File: config.mk
export PLATFORM = sky130hd
export DESIGN_NAME = heading_pid_with_output_clamp
export DESIGN_NICKNAME = d
export VERILOG_FILES = /design/src/hpid_pkg.sv /design/src/hpid_div.sv /design/src/heading_pid_with_output_clamp.sv
export SDC_FILE = /design/constraint.sdc
export NUM_CORES = 2
export LEC_CHECK = 0
export BUFFER_PORTS_ARGS = -buffer_cell sky130_fd_sc_hd__buf_2
export CAP_MARGIN = 15
export CORE_UTILIZATION = 53
export CTS_BUF_LIST = sky130_fd_sc_hd__clkbuf_2 sky130_fd_sc_hd__clkbuf_4 sky130_fd_sc_hd__clkbuf_8
export DETAILED_ROUTE_END_ITERATION = 16
export PLACE_DENSITY_LB_ADDON = 0.3
export SLEW_MARGIN = 15
export SYNTH_ARGS = -nofsm -noshare
export SYNTH_HDL_FRONTEND = slang
export SYNTH_HIERARCHICAL = 1
export SYNTH_SLANG_ARGS = --single-unit
export TNS_END_PERCENT = 30
File: constraint.sdc
create_clock -name clock -period 8.8 [get_ports clock]
set_input_delay 1.76 -clock clock [delete_from_list [all_inputs] [get_ports clock]]
set_output_delay 1.76 -clock clock [all_outputs]
set_load 0.01 [all_outputs]
File: src/hpid_pkg.sv
// Shared types and constants for the heading PID controller with output clamp.
// Holds the transfer payload structs, register indexes and datapath widths.
// No dependencies; every other file of the block imports it.
`default_nettype none

package hpid_pkg;

   localparam int FRAC_BITS    = 16;
   localparam int TIME_DIVISOR = 1000;
   localparam int CMD_DIVISOR  = 10;

   localparam int DATA_W     = 32;
   localparam int INTEG_W    = 48;
   localparam int LIMIT_W    = 31;
   localparam int CSR_DATA_W = 32;
   localparam int CSR_ADDR_W = 4;

   localparam int DIV_W  = 64;
   localparam int DEN_W  = 32;
   localparam int STEP_W = 7;

   localparam int MUL_M_W   = 48;
   localparam int MUL_B_W   = 32;
   localparam int MUL_CNT_W = $clog2(MUL_B_W);
   localparam int PROD_W    = MUL_M_W + 1 + MUL_B_W;
   localparam int TERM_W    = 66;

   localparam logic [DATA_W-1:0]  GAIN_P_RESET = 32'd1638400;
   localparam logic [DATA_W-1:0]  GAIN_I_RESET = 32'd2621440;
   localparam logic [DATA_W-1:0]  GAIN_D_RESET = 32'd0;
   localparam logic [LIMIT_W-1:0] LIMIT_RESET  = 31'd32768;

   typedef enum logic [1:0] {
      REG_GAIN_P       = 2'd0,
      REG_GAIN_I       = 2'd1,
      REG_GAIN_D       = 2'd2,
      REG_OUTPUT_LIMIT = 2'd3
   } reg_index_type;

   typedef struct packed {
      logic signed [DATA_W-1:0] measured;
      logic signed [DATA_W-1:0] setpoint;
      logic [DATA_W-1:0]        stamp;
   } req_type;

   typedef struct packed {
      logic signed [DATA_W-1:0] command;
      logic                     held;
   } rsp_type;

endpackage

`default_nettype wire

File: src/hpid_div.sv
// Bit-serial restoring divider for the heading PID controller.
// Produces one quotient bit per cycle from a left-aligned unsigned dividend.
// Depends on hpid_pkg for its widths.
`default_nettype none

module hpid_div (
   input  wire                           clock,
   input  wire                           reset,
   input  wire                           start,
   input  wire [hpid_pkg::DIV_W-1:0]     num,
   input  wire [hpid_pkg::DEN_W-1:0]     den,
   input  wire [hpid_pkg::STEP_W-1:0]    steps,
   output logic                          busy,
   output logic [hpid_pkg::DIV_W-1:0]    quot
);
   import hpid_pkg::*;

   logic [DIV_W-1:0]  num_ff, num_in;
   logic [DEN_W-1:0]  rem_ff, rem_in;
   logic [DEN_W-1:0]  den_ff, den_in;
   logic [STEP_W-1:0] cnt_ff, cnt_in;
   logic              busy_ff, busy_in;
   logic [DEN_W:0]    trial;
   logic [DEN_W:0]    trial_sub;
   logic              fits;

   always_comb begin
      trial     = {rem_ff, num_ff[DIV_W-1]};
      trial_sub = trial - {1'b0, den_ff};
      fits      = (trial >= {1'b0, den_ff});
      num_in    = num_ff;
      rem_in    = rem_ff;
      den_in    = den_ff;
      cnt_in    = cnt_ff;
      busy_in   = busy_ff;
      if (start) begin
         num_in  = num;
         rem_in  = '0;
         den_in  = den;
         cnt_in  = steps;
         busy_in = 1'b1;
      end else if (busy_ff) begin
         rem_in  = fits ? trial_sub[DEN_W-1:0] : trial[DEN_W-1:0];
         num_in  = {num_ff[DIV_W-2:0], fits};
         cnt_in  = cnt_ff - STEP_W'(1);
         busy_in = (cnt_ff != STEP_W'(1));
      end
   end

   always_ff @(posedge clock) begin
      if (reset) begin
         busy_ff <= 1'b0;
         cnt_ff  <= '0;
      end else begin
         busy_ff <= busy_in;
         cnt_ff  <= cnt_in;
      end
   end

   always_ff @(posedge clock) begin
      num_ff <= num_in;
      rem_ff <= rem_in;
      den_ff <= den_in;
   end

   assign busy = busy_ff;
   assign quot = num_ff;

endmodule

`default_nettype wire

File: src/heading_pid_with_output_clamp.sv
// Top level of the heading PID controller with symmetric output clamp.
// Holds the APB register file, the sequencer and a bit-serial multiplier.
// Depends on hpid_pkg and hpid_div.
`default_nettype none

// Each request transfer carries a measured heading and a setpoint, both Q16.16, and a
// timestamp in source time units, and yields exactly one response transfer with the
// clamped rate command. A repeated timestamp returns the previous command with held
// set, passing from idle through S_PREP and S_OUT. A fresh sample runs through the
// serial units: the divider delivers one quotient bit per cycle (48 bits for dt, 49
// for the derivative, 63 for the final divide by ten) and the shift-add multiplier
// one multiplier bit per cycle (four products, two of them overlapped with
// divides). A new request is taken as soon as the sequencer is back in idle, even
// while the last response still waits for its transfer. Gains and the limit live at
// byte addresses 0, 4, 8 and 12 and should only be written while the block is idle.
module heading_pid_with_output_clamp (
   input  wire                                clock,
   input  wire                                reset,
   input  wire                                req_valid,
   output logic                               req_ready,
   input  wire hpid_pkg::req_type             req_payload,
   output logic                               rsp_valid,
   input  wire                                rsp_ready,
   output hpid_pkg::rsp_type                  rsp_payload,
   input  wire                                csr_psel,
   input  wire                                csr_penable,
   input  wire                                csr_pwrite,
   input  wire [hpid_pkg::CSR_ADDR_W-1:0]     csr_paddr,
   input  wire [hpid_pkg::CSR_DATA_W-1:0]     csr_pwdata,
   output logic [hpid_pkg::CSR_DATA_W-1:0]    csr_prdata,
   output logic                               csr_pready
);
   import hpid_pkg::*;

   typedef enum logic [7:0] {
      S_IDLE = 8'b0000_0001,
      S_PREP = 8'b0000_0010,
      S_DT   = 8'b0000_0100,
      S_DD   = 8'b0000_1000,
      S_MI   = 8'b0001_0000,
      S_MD   = 8'b0010_0000,
      S_DC   = 8'b0100_0000,
      S_OUT  = 8'b1000_0000
   } state_type;

   state_type state_ff, state_in;

   logic [DATA_W-1:0]  gain_p_ff, gain_p_in;
   logic [DATA_W-1:0]  gain_i_ff, gain_i_in;
   logic [DATA_W-1:0]  gain_d_ff, gain_d_in;
   logic [LIMIT_W-1:0] limit_ff, limit_in;

   logic [DATA_W-1:0]  prev_stamp_ff, prev_stamp_in;
   logic [DATA_W-1:0]  prev_setpoint_ff, prev_setpoint_in;
   logic [DATA_W-1:0]  prev_error_ff, prev_error_in;
   logic [INTEG_W-1:0] integral_ff, integral_in;
   logic [DATA_W-1:0]  prev_command_ff, prev_command_in;

   req_type            in_ff, in_in;
   logic [DATA_W-1:0]  e_ff, e_in;
   logic [DATA_W-1:0]  d_ff, d_in;
   logic               d_neg_ff, d_neg_in;
   logic               s_neg_ff, s_neg_in;
   logic               held_ff, held_in;
   logic [TERM_W-1:0]  tp_ff, tp_in;
   logic [TERM_W-1:0]  ti_ff, ti_in;

   logic               rsp_valid_ff, rsp_valid_in;
   rsp_type            rsp_ff, rsp_in;

   logic [MUL_M_W-1:0]   mul_m_ff, mul_m_in;
   logic [MUL_B_W-1:0]   mul_b_ff, mul_b_in;
   logic [MUL_M_W:0]     acc_hi_ff, acc_hi_in;
   logic [MUL_CNT_W-1:0] mul_cnt_ff, mul_cnt_in;
   logic                 mul_busy_ff, mul_busy_in;
   logic                 mul_start;
   logic [MUL_M_W-1:0]   mul_m;
   logic [MUL_B_W-1:0]   mul_b;
   logic [MUL_M_W+1:0]   m_ext;
   logic [MUL_M_W+1:0]   addend;
   logic [MUL_M_W+1:0]   acc_sum;
   logic signed [PROD_W-1:0] prod;
   logic signed [PROD_W-1:0] prod_shift;

   logic               div_start;
   logic [DIV_W-1:0]   div_num;
   logic [DEN_W-1:0]   div_den;
   logic [STEP_W-1:0]  div_steps;
   logic               div_busy;
   logic [DIV_W-1:0]   div_quot;

   logic               csr_write;
   reg_index_type      csr_index;

   logic [DATA_W:0]    e_wide;
   logic [DATA_W-1:0]  e_sat;
   logic [DATA_W-1:0]  stamp_diff;
   logic [DATA_W-1:0]  dt_fix;
   logic [DATA_W:0]    de;
   logic [DATA_W:0]    de_mag;
   logic [DATA_W-1:0]  d_sat;
   logic [INTEG_W:0]   inc;
   logic [INTEG_W+1:0] integ_sum;
   logic [INTEG_W-1:0] integ_sat;
   logic [TERM_W-1:0]  term_sum;
   logic [TERM_W-1:0]  s_mag;
   logic               over_limit;
   logic [DATA_W-1:0]  cmd_mag;
   logic [DATA_W-1:0]  cmd_clamped;

   hpid_div u_div (
      .clock (clock),
      .reset (reset),
      .start (div_start),
      .num   (div_num),
      .den   (div_den),
      .steps (div_steps),
      .busy  (div_busy),
      .quot  (div_quot)
   );

   // Register file.
   assign csr_pready = 1'b1;
   assign csr_write  = csr_psel & csr_penable & csr_pwrite;
   assign csr_index  = reg_index_type'(csr_paddr[CSR_ADDR_W-1:2]);

   always_comb begin
      gain_p_in = gain_p_ff;
      gain_i_in = gain_i_ff;
      gain_d_in = gain_d_ff;
      limit_in  = limit_ff;
      if (csr_write) begin
         unique case (csr_index)
            REG_GAIN_P:       gain_p_in = csr_pwdata;
            REG_GAIN_I:       gain_i_in = csr_pwdata;
            REG_GAIN_D:       gain_d_in = csr_pwdata;
            REG_OUTPUT_LIMIT: limit_in  = csr_pwdata[LIMIT_W-1:0];
         endcase
      end
   end

   always_comb begin
      unique case (csr_index)
         REG_GAIN_P:       csr_prdata = gain_p_ff;
         REG_GAIN_I:       csr_prdata = gain_i_ff;
         REG_GAIN_D:       csr_prdata = gain_d_ff;
         REG_OUTPUT_LIMIT: csr_prdata = {1'b0, limit_ff};
      endcase
   end

   // Shift-add multiplier: signed 48-bit multiplicand times signed 32-bit multiplier.
   // The product builds up in acc_hi_ff and the vacated low bits of mul_b_ff.
   always_comb begin
      m_ext       = {{2{mul_m_ff[MUL_M_W-1]}}, mul_m_ff};
      if (!mul_b_ff[0]) begin
         addend = '0;
      end else if (mul_cnt_ff == MUL_CNT_W'(MUL_B_W - 1)) begin
         addend = -m_ext;
      end else begin
         addend = m_ext;
      end
      acc_sum     = {acc_hi_ff[MUL_M_W], acc_hi_ff} + addend;
      mul_m_in    = mul_m_ff;
      mul_b_in    = mul_b_ff;
      acc_hi_in   = acc_hi_ff;
      mul_cnt_in  = mul_cnt_ff;
      mul_busy_in = mul_busy_ff;
      if (mul_start) begin
         mul_m_in    = mul_m;
         mul_b_in    = mul_b;
         acc_hi_in   = '0;
         mul_cnt_in  = '0;
         mul_busy_in = 1'b1;
      end else if (mul_busy_ff) begin
         acc_hi_in   = acc_sum[MUL_M_W+1:1];
         mul_b_in    = {acc_sum[0], mul_b_ff[MUL_B_W-1:1]};
         mul_cnt_in  = mul_cnt_ff + MUL_CNT_W'(1);
         mul_busy_in = (mul_cnt_ff != MUL_CNT_W'(MUL_B_W - 1));
      end
   end

   assign prod       = signed'({acc_hi_ff, mul_b_ff});
   assign prod_shift = prod >>> FRAC_BITS;

   // Datapath helpers with their saturation rules.
   always_comb begin
      e_wide = {in_ff.setpoint[DATA_W-1], in_ff.setpoint}
             - {in_ff.measured[DATA_W-1], in_ff.measured};
      if (e_wide[DATA_W] == e_wide[DATA_W-1]) begin
         e_sat = e_wide[DATA_W-1:0];
      end else begin
         e_sat = {e_wide[DATA_W], {(DATA_W-1){~e_wide[DATA_W]}}};
      end

      stamp_diff = in_ff.stamp - prev_stamp_ff;

      if (div_quot[DIV_W-1:DATA_W] != '0) begin
         dt_fix = '1;
      end else if (div_quot[DATA_W-1:0] == '0) begin
         dt_fix = DATA_W'(1);
      end else begin
         dt_fix = div_quot[DATA_W-1:0];
      end

      de     = {e_ff[DATA_W-1], e_ff} - {prev_error_ff[DATA_W-1], prev_error_ff};
      de_mag = de[DATA_W] ? -de : de;

      if (d_neg_ff) begin
         if ((div_quot[DIV_W-1:DATA_W] != '0)
             || (div_quot[DATA_W-1] && (div_quot[DATA_W-2:0] != '0))) begin
            d_sat = {1'b1, {(DATA_W-1){1'b0}}};
         end else begin
            d_sat = -div_quot[DATA_W-1:0];
         end
      end else begin
         if (div_quot[DIV_W-1:DATA_W-1] != '0) begin
            d_sat = {1'b0, {(DATA_W-1){1'b1}}};
         end else begin
            d_sat = div_quot[DATA_W-1:0];
         end
      end

      inc       = prod_shift[INTEG_W:0];
      integ_sum = {{2{integral_ff[INTEG_W-1]}}, integral_ff} + {inc[INTEG_W], inc};
      if ((integ_sum[INTEG_W+1:INTEG_W-1] == 3'b000)
          || (integ_sum[INTEG_W+1:INTEG_W-1] == 3'b111)) begin
         integ_sat = integ_sum[INTEG_W-1:0];
      end else begin
         integ_sat = {integ_sum[INTEG_W+1], {(INTEG_W-1){~integ_sum[INTEG_W+1]}}};
      end

      term_sum = tp_ff + ti_ff + prod_shift[TERM_W-1:0];
      s_mag    = term_sum[TERM_W-1] ? -term_sum : term_sum;

      over_limit  = (div_quot > {{(DIV_W-LIMIT_W){1'b0}}, limit_ff});
      cmd_mag     = over_limit ? {1'b0, limit_ff} : div_quot[DATA_W-1:0];
      cmd_clamped = s_neg_ff ? -cmd_mag : cmd_mag;
   end

   // Sequencer.
   assign req_ready = (state_ff == S_IDLE);

   always_comb begin
      state_in         = state_ff;
      in_in            = in_ff;
      e_in             = e_ff;
      d_in             = d_ff;
      d_neg_in         = d_neg_ff;
      s_neg_in         = s_neg_ff;
      held_in          = held_ff;
      tp_in            = tp_ff;
      ti_in            = ti_ff;
      prev_stamp_in    = prev_stamp_ff;
      prev_setpoint_in = prev_setpoint_ff;
      prev_error_in    = prev_error_ff;
      integral_in      = integral_ff;
      prev_command_in  = prev_command_ff;
      rsp_valid_in     = rsp_valid_ff;
      rsp_in           = rsp_ff;
      div_start        = 1'b0;
      div_num          = '0;
      div_den          = '0;
      div_steps        = '0;
      mul_start        = 1'b0;
      mul_m            = '0;
      mul_b            = '0;

      if (rsp_valid_ff && rsp_ready) begin
         rsp_valid_in = 1'b0;
      end

      unique case (state_ff)
         S_IDLE: begin
            if (req_valid) begin
               in_in    = req_payload;
               state_in = S_PREP;
            end
         end
         S_PREP: begin
            if (in_ff.stamp == prev_stamp_ff) begin
               held_in  = 1'b1;
               state_in = S_OUT;
            end else begin
               held_in          = 1'b0;
               e_in             = e_sat;
               prev_stamp_in    = in_ff.stamp;
               prev_setpoint_in = in_ff.setpoint;
               if (in_ff.setpoint != prev_setpoint_ff) begin
                  integral_in = '0;
               end
               div_start = 1'b1;
               div_num   = {stamp_diff, {(DIV_W-DATA_W){1'b0}}};
               div_den   = DEN_W'(TIME_DIVISOR);
               div_steps = STEP_W'(DATA_W + FRAC_BITS);
               mul_start = 1'b1;
               mul_m     = {{(MUL_M_W-DATA_W){e_sat[DATA_W-1]}}, e_sat};
               mul_b     = gain_p_ff;
               state_in  = S_DT;
            end
         end
         S_DT: begin
            if (!div_busy && !mul_busy_ff) begin
               tp_in         = prod_shift[TERM_W-1:0];
               d_neg_in      = de[DATA_W];
               prev_error_in = e_ff;
               div_start     = 1'b1;
               div_num       = {de_mag, {(DIV_W-DATA_W-1){1'b0}}};
               div_den       = dt_fix;
               div_steps     = STEP_W'(DATA_W + 1 + FRAC_BITS);
               mul_start     = 1'b1;
               mul_m         = {{(MUL_M_W-DATA_W){1'b0}}, dt_fix};
               mul_b         = e_ff;
               state_in      = S_DD;
            end
         end
         S_DD: begin
            if (!div_busy && !mul_busy_ff) begin
               integral_in = integ_sat;
               d_in        = d_sat;
               mul_start   = 1'b1;
               mul_m       = integ_sat;
               mul_b       = gain_i_ff;
               state_in    = S_MI;
            end
         end
         S_MI: begin
            if (!mul_busy_ff) begin
               ti_in     = prod_shift[TERM_W-1:0];
               mul_start = 1'b1;
               mul_m     = {{(MUL_M_W-DATA_W){d_ff[DATA_W-1]}}, d_ff};
               mul_b     = gain_d_ff;
               state_in  = S_MD;
            end
         end
         S_MD: begin
            if (!mul_busy_ff) begin
               s_neg_in  = term_sum[TERM_W-1];
               div_start = 1'b1;
               div_num   = {s_mag[DIV_W-2:0], 1'b0};
               div_den   = DEN_W'(CMD_DIVISOR);
               div_steps = STEP_W'(DIV_W - 1);
               state_in  = S_DC;
            end
         end
         S_DC: begin
            if (!div_busy) begin
               prev_command_in = cmd_clamped;
               state_in        = S_OUT;
            end
         end
         S_OUT: begin
            if (!rsp_valid_ff || rsp_ready) begin
               rsp_valid_in   = 1'b1;
               rsp_in.command = prev_command_ff;
               rsp_in.held    = held_ff;
               state_in       = S_IDLE;
            end
         end
         default: begin
            state_in = S_IDLE;
         end
      endcase
   end

   always_ff @(posedge clock) begin
      if (reset) begin
         state_ff         <= S_IDLE;
         rsp_valid_ff     <= 1'b0;
         mul_busy_ff      <= 1'b0;
         mul_cnt_ff       <= '0;
         gain_p_ff        <= GAIN_P_RESET;
         gain_i_ff        <= GAIN_I_RESET;
         gain_d_ff        <= GAIN_D_RESET;
         limit_ff         <= LIMIT_RESET;
         prev_stamp_ff    <= '0;
         prev_setpoint_ff <= '0;
         prev_error_ff    <= '0;
         integral_ff      <= '0;
         prev_command_ff  <= '0;
      end else begin
         state_ff         <= state_in;
         rsp_valid_ff     <= rsp_valid_in;
         mul_busy_ff      <= mul_busy_in;
         mul_cnt_ff       <= mul_cnt_in;
         gain_p_ff        <= gain_p_in;
         gain_i_ff        <= gain_i_in;
         gain_d_ff        <= gain_d_in;
         limit_ff         <= limit_in;
         prev_stamp_ff    <= prev_stamp_in;
         prev_setpoint_ff <= prev_setpoint_in;
         prev_error_ff    <= prev_error_in;
         integral_ff      <= integral_in;
         prev_command_ff  <= prev_command_in;
      end
   end

   always_ff @(posedge clock) begin
      in_ff     <= in_in;
      e_ff      <= e_in;
      d_ff      <= d_in;
      d_neg_ff  <= d_neg_in;
      s_neg_ff  <= s_neg_in;
      held_ff   <= held_in;
      tp_ff     <= tp_in;
      ti_ff     <= ti_in;
      rsp_ff    <= rsp_in;
      mul_m_ff  <= mul_m_in;
      mul_b_ff  <= mul_b_in;
      acc_hi_ff <= acc_hi_in;
   end

   assign rsp_valid   = rsp_valid_ff;
   assign rsp_payload = rsp_ff;

endmodule

`default_nettype wire

Yosys cells after proc, flatten, opt, wreduce, memory -nomap -nowiden:

Cells that the tools add are included.

* register bits: 909
* input bits: 139
* output and inout bits: 68
* logic and storage cells: 187

* add/sub/neg operators: 15
* order comparisons: 2
* equality and inequality tests: 27
* muxes and demuxes: 69
* bitwise gates (word level): 7
* reduce and logical (&&, ||, !) cells: 34

Operators with widths (count)
* 32-bit 2-to-1 mux: 17
* 48-bit 2-to-1 mux: 7
* 64-bit 2-to-1 mux: 5
* 32-bit one-hot mux with 4 select lines: 2
* 48-bit one-hot mux with 4 select lines: 1
* 64-bit one-hot mux with 3 select lines: 1
* 50-bit 2-to-1 mux: 2
* 32-bit one-hot mux with 3 select lines: 1
* 48-bit one-hot mux with 2 select lines: 1
* 65-bit by 65-bit adder with 66-bit output: 1
* 66-bit adder: 1
* 32-bit by 32-bit subtractor with 33-bit output: 2
* 64-bit by 31-bit > comparator with 1-bit output: 1
* 8-bit 2-to-1 mux: 8
* 32-bit negation: 2
* 8-bit one-hot mux with 8 select lines: 1
* 32-bit subtractor: 2
* 63-bit 2-to-1 mux: 1
* 63-bit negation: 1
* 48-bit by 49-bit adder with 50-bit output: 1
* 50-bit adder: 1
* 50-bit negation: 1
* 33-bit by 32-bit >= comparator with 1-bit output: 1
* 33-bit 2-to-1 mux: 1
* 44 further kinds: 92

Longest topological paths before layout:

* depth in word-level cells: 7
* depth in mapped cells: 25
* gate-level depth less buffers: 25

By module:

Netlist, hierarchy kept.

Modules (own cells, without submodules)
* heading_pid_with_output_clamp: times used 1, cells an instance 5939, area an instance 52110.0 sq um, seq. area each 19538.7 sq um
* hpid_div: times used 1, cells an instance 708, area an instance 7473.4 sq um, seq. area each 3683.5 sq um

Worst setup path before layout:

OpenSTA, ideal clock, no wires.

* kind: register to register
* from: register mul_m_ff[3]
* to: register acc_hi_ff[48]
* setup time: 0.058 ns
* arrival: 5.475 ns
* required time: 8.742 ns
* slack: 3.267 ns
* stages on the path, launching flop included: 23
* buffers on the path: 0
* clock period less this slack: 5.533 ns
* cell sequence: edfxtp_1 > or3_1 > or3b_2 > or3_1 > or4_1 > o21ai_1 > o21ai_1 > a21oi_1 > xnor2_1 > and2_1 > ha_1 > a21o_1 > a21o_1 > a21oi_1 > inv_1 > a221oi_1 > o21ai_0 > a21oi_1 > o21ai_0 > a41oi_1 > o211ai_1 > or3_1 > nand2_1

* word-level cells in the longest chain between the ends: 4

RTL lines
* start, declared: RTL line heading_pid_with_output_clamp.sv:71 `logic [MUL_M_W-1:0] mul_m_ff, mul_m_in;`
* start signal, assigned: RTL line heading_pid_with_output_clamp.sv:407 `mul_m_ff <= mul_m_in;`
* 50-bit negation: RTL line heading_pid_with_output_clamp.sv:158 `addend = -m_ext;`
* 50-bit 2-to-1 mux *: RTL line heading_pid_with_output_clamp.sv:157 `end else if (mul_cnt_ff == MUL_CNT_W'(MUL_B_W - 1)) begin`
* 50-bit 2-to-1 mux *: RTL line heading_pid_with_output_clamp.sv:155 `if (!mul_b_ff[0]) begin`
* 50-bit adder *: RTL line heading_pid_with_output_clamp.sv:162 `acc_sum = {acc_hi_ff[MUL_M_W], acc_hi_ff} + addend;`
* end signal, assigned: RTL line heading_pid_with_output_clamp.sv:409 `acc_hi_ff <= acc_hi_in;`
* end, declared: RTL line heading_pid_with_output_clamp.sv:73 `logic [MUL_M_W:0] acc_hi_ff, acc_hi_in;`

Every way passes the cells marked *; elsewhere a longest branch is shown, timed or not.
A chain may end at the register's enable or synchronous reset.

Final worst setup path:

Ends and elaborated chain as after synthesis.

==> flow_summary.toml <==
[status]
run_status = "complete, no violations"

[setup_path]
crit_required_ps = 9630
end_kind = "flop"
crit_type = "reg2reg"
critPathLaunchType = "flop"
r2r_slack_ps = 2260
cp_data_arrival_time_ps = 7360
reg2reg_from = "mul_m_ff[3]$_DFFE_PP_"
path_max_fanout = 7
r2r_cells = 22
r2r_end = "acc_hi_ff[48]$_SDFFE_PP0P_"

[power_and_ir_drop]
clkPwrFrac_pct = 25.0
pwr-share-comb_pct = 43.6
power_density_nw_per_um2 = 271.2
net-switching-power_mw = 7.436
peakVddDrop_v = 0.0001877
p_leak_nw = 25.08
p_int_mw = 10.35
power_mw = 17.79
seqPwrFrac_pct = 31.4
sw_frac_of_total_pct = 41.80

[cts]
h-tree-depth = 4
cts_tree = "built"
post_cts_buffers = 0
cts-resized-gates = 0
root_buffer = "clkbuf_8"
clock_sinks = 909
clock_latency_ps = 930
clkTransAtPathRegs_ps = 60
clockBufferDepth = 3
cts_buffers = 160
cts.hold.buffers_added = 0

[timing]
timing.setup.tns_ps = 0
tightest_slew_ps = 1232
setup_viol = 0
slew_violations = 0
finalHoldViolCount = 0
hold_slack_ps = 415.6
max_freq_mhz = 153.0
period_share_pct = 74.29
rsz0062_at_grt = "false"
skew_ps = 66.34
maxSlewHeadroom_pct = 16.99
fin_crit_ps = 6538

[logic_synthesis]
netlist_instances = 6647
syn_area_um2 = 59580
synth_edf_count = 502
synth.area.top_cells = "edfxtp_1 25%, dfxtp_1 14%, ha_1 7.0%, nand2_1 6.0%, a21oi_1 5.5%"
yosys_most_used_dff = "edfxtp_1"
synth_top_area_share_pct = 25.30
synth-seq-cells = 909
synth.most_common_cell = "nand2_1"
synth.distinct_cells = 126
avgSynthCellArea_um2 = 8.964
yosysTopAreaCell = "edfxtp_1"
ys_seq_area_share_pct = 38.97
synthTopCellsByCount = "960 x nand2_1, 651 x a21oi_1, 502 x edfxtp_1"
yosysWarningCount = 6
async_flop_share_pct = 0

[hold_path]
min_to = "rsp_payload[29]$_DFFE_PP_"
hp-class = "reg2reg"
hold_path_depth = 0
min_from = "prev_command_ff[28]$_SDFFE_PP0P_"

[die]
chipHeight_um = 337.3
floorplan.initialDensity_pct = 53.62
pin_count = 207
die_x_um = 337.3
rows = 122
dieArea_um2 = 113800
coreArea_um2 = 111100

[route]
vias = 52310
wirelength_mm = 191.3
ant_nets = 0
routed_via_density = 6.234
dr.first_iter.drc_count = 5643
firstDrtPassIters = 7
wire_per_inst_um = 22.80
drc = 0

[grt]
grt_usage_pct = 33.18
grt_pass1_vias = 48460
grt_overflow = 0
grt_antenna_before_repair = 13
grt_max_degree = 155
grt_pass1_wl_mm = 289.6

[layout]
drive_gt1_share_pct = 11.63
area_growth_pct = 10.06
fin_nets = 7301
postLayoutCellArea_um2 = 65580

[place]
dp_hpwl_mm = 142.2
placed_cell_area_um2 = 61900
place_congestion = 0.9945
portBuffers = 203

[job]
drv_cap = 0
[worst max-delay path: stages, from the launching register on]
cell and delay (ps):
edfxtp_1 420, or3_1 420, or3b_2 530, or3_1 400
or4_1 480, o21ai_1 290, o21ai_1 300, a21oi_1 580
xnor2_1 110, and2_1 170, ha_1 350, a21o_1 190
a21o_1 170, a21oi_1 190, inv_1 60, a221oi_1 340
o21ai_0 140, a21oi_1 140, o21ai_0 200, a41oi_1 350
o211ai_1 150, or3_1 380, nand2_1 60
[through the flow]
stage                     utilization, %  setup slack (ps)  std cells
after global placement             55.70              2450       8085
after floorplan                        -              3267       6648
final                              59.01              2262       8391
after detailed placement           55.70              2445       8085
after global routing               59.01              1899       8389
after CTS                          59.00              2372       8386
[layer usage]
layer  share of wire (%)  wire length [um]  GRT usage (%)
met1                  42             79910          44.08
met3                 8.2             15610          5.856
met5               0.053               101              0
met2                  45             85670          51.62
met4                 5.2             10020          17.45
[worst max path at each step]
stage | cells past startpoint | to | start
5_1_grt | 22 | acc_hi_ff[48]$_SDFFE_PP0P_ | mul_m_ff[3]$_DFFE_PP_
4_1_cts | 22 | acc_hi_ff[48]$_SDFFE_PP0P_ | mul_m_ff[3]$_DFFE_PP_
6_report | 22 | acc_hi_ff[48]$_SDFFE_PP0P_ | mul_m_ff[3]$_DFFE_PP_
2_1_floorplan | 22 | acc_hi_ff[48]$_SDFFE_PP0P_ | mul_m_ff[3]$_DFFE_PP_
3_3_place_gp | 22 | acc_hi_ff[48]$_SDFFE_PP0P_ | mul_m_ff[3]$_DFFE_PP_
3_5_place_dp | 22 | acc_hi_ff[48]$_SDFFE_PP0P_ | mul_m_ff[3]$_DFFE_PP_
[sequential cells by signal (all words and copies together), names as in the netlist, 33 cells and up]
signal	flops
in_ff	96
ti_ff	65
tp_ff	65
u_div/quot	64
acc_hi_ff	49
integral_ff	48
mul_m_ff	48
rsp_payload	33
[layout by cell type (no fill, tap or decap), types with 121 or more instances in the layout]
cell,netlist,layout
nand2_1,960,957
a21oi_1,651,650
edfxtp_1,502,502
nor2_1,463,462
dfxtp_1,407,405
o21ai_0,406,396
ha_1,331,331
xnor2_1,276,276
inv_1,274,273
buf_2,14,202
clkbuf_8,4,183
a21o_1,157,157
xor2_1,121,121
[kinds of logic after synthesis]
logic type / synth area share, %
AND/OR/NAND/NOR: 17.79
AO/OA/AOI/OAI: 20.00
flip-flops: 38.97
buffers and inverters: 4.089
adder cells (fa/ha/maj): 9.370
XOR/XNOR: 5.863
multiplexers: 3.902
other: 0.01260
[cell type report]
cell class                      count  area, um^2
Fill cell                        9786       45550
Antenna cell                        5       12.51
Inverter                          279        1062
Clock inverter                     53       664.4
Sequential cell                   909       23220
Tap cell                         1488        1862
Multi-Input combinational cell   5117       34020
Clock buffer                      248        3007
Timing Repair Buffer              292        1732
[power by group through the flow]
stage               Clock [mW]  Sequential (mW)  Combinational (mW)
floorplan                    0             5.41                5.47
global placement             0             5.64                7.47
detailed placement           0             5.66                7.56
CTS                       4.51             5.57                7.62
global route              4.70             5.61                8.42
finish                    4.46             5.58                7.76
Power figures use the tool's default switching activity.
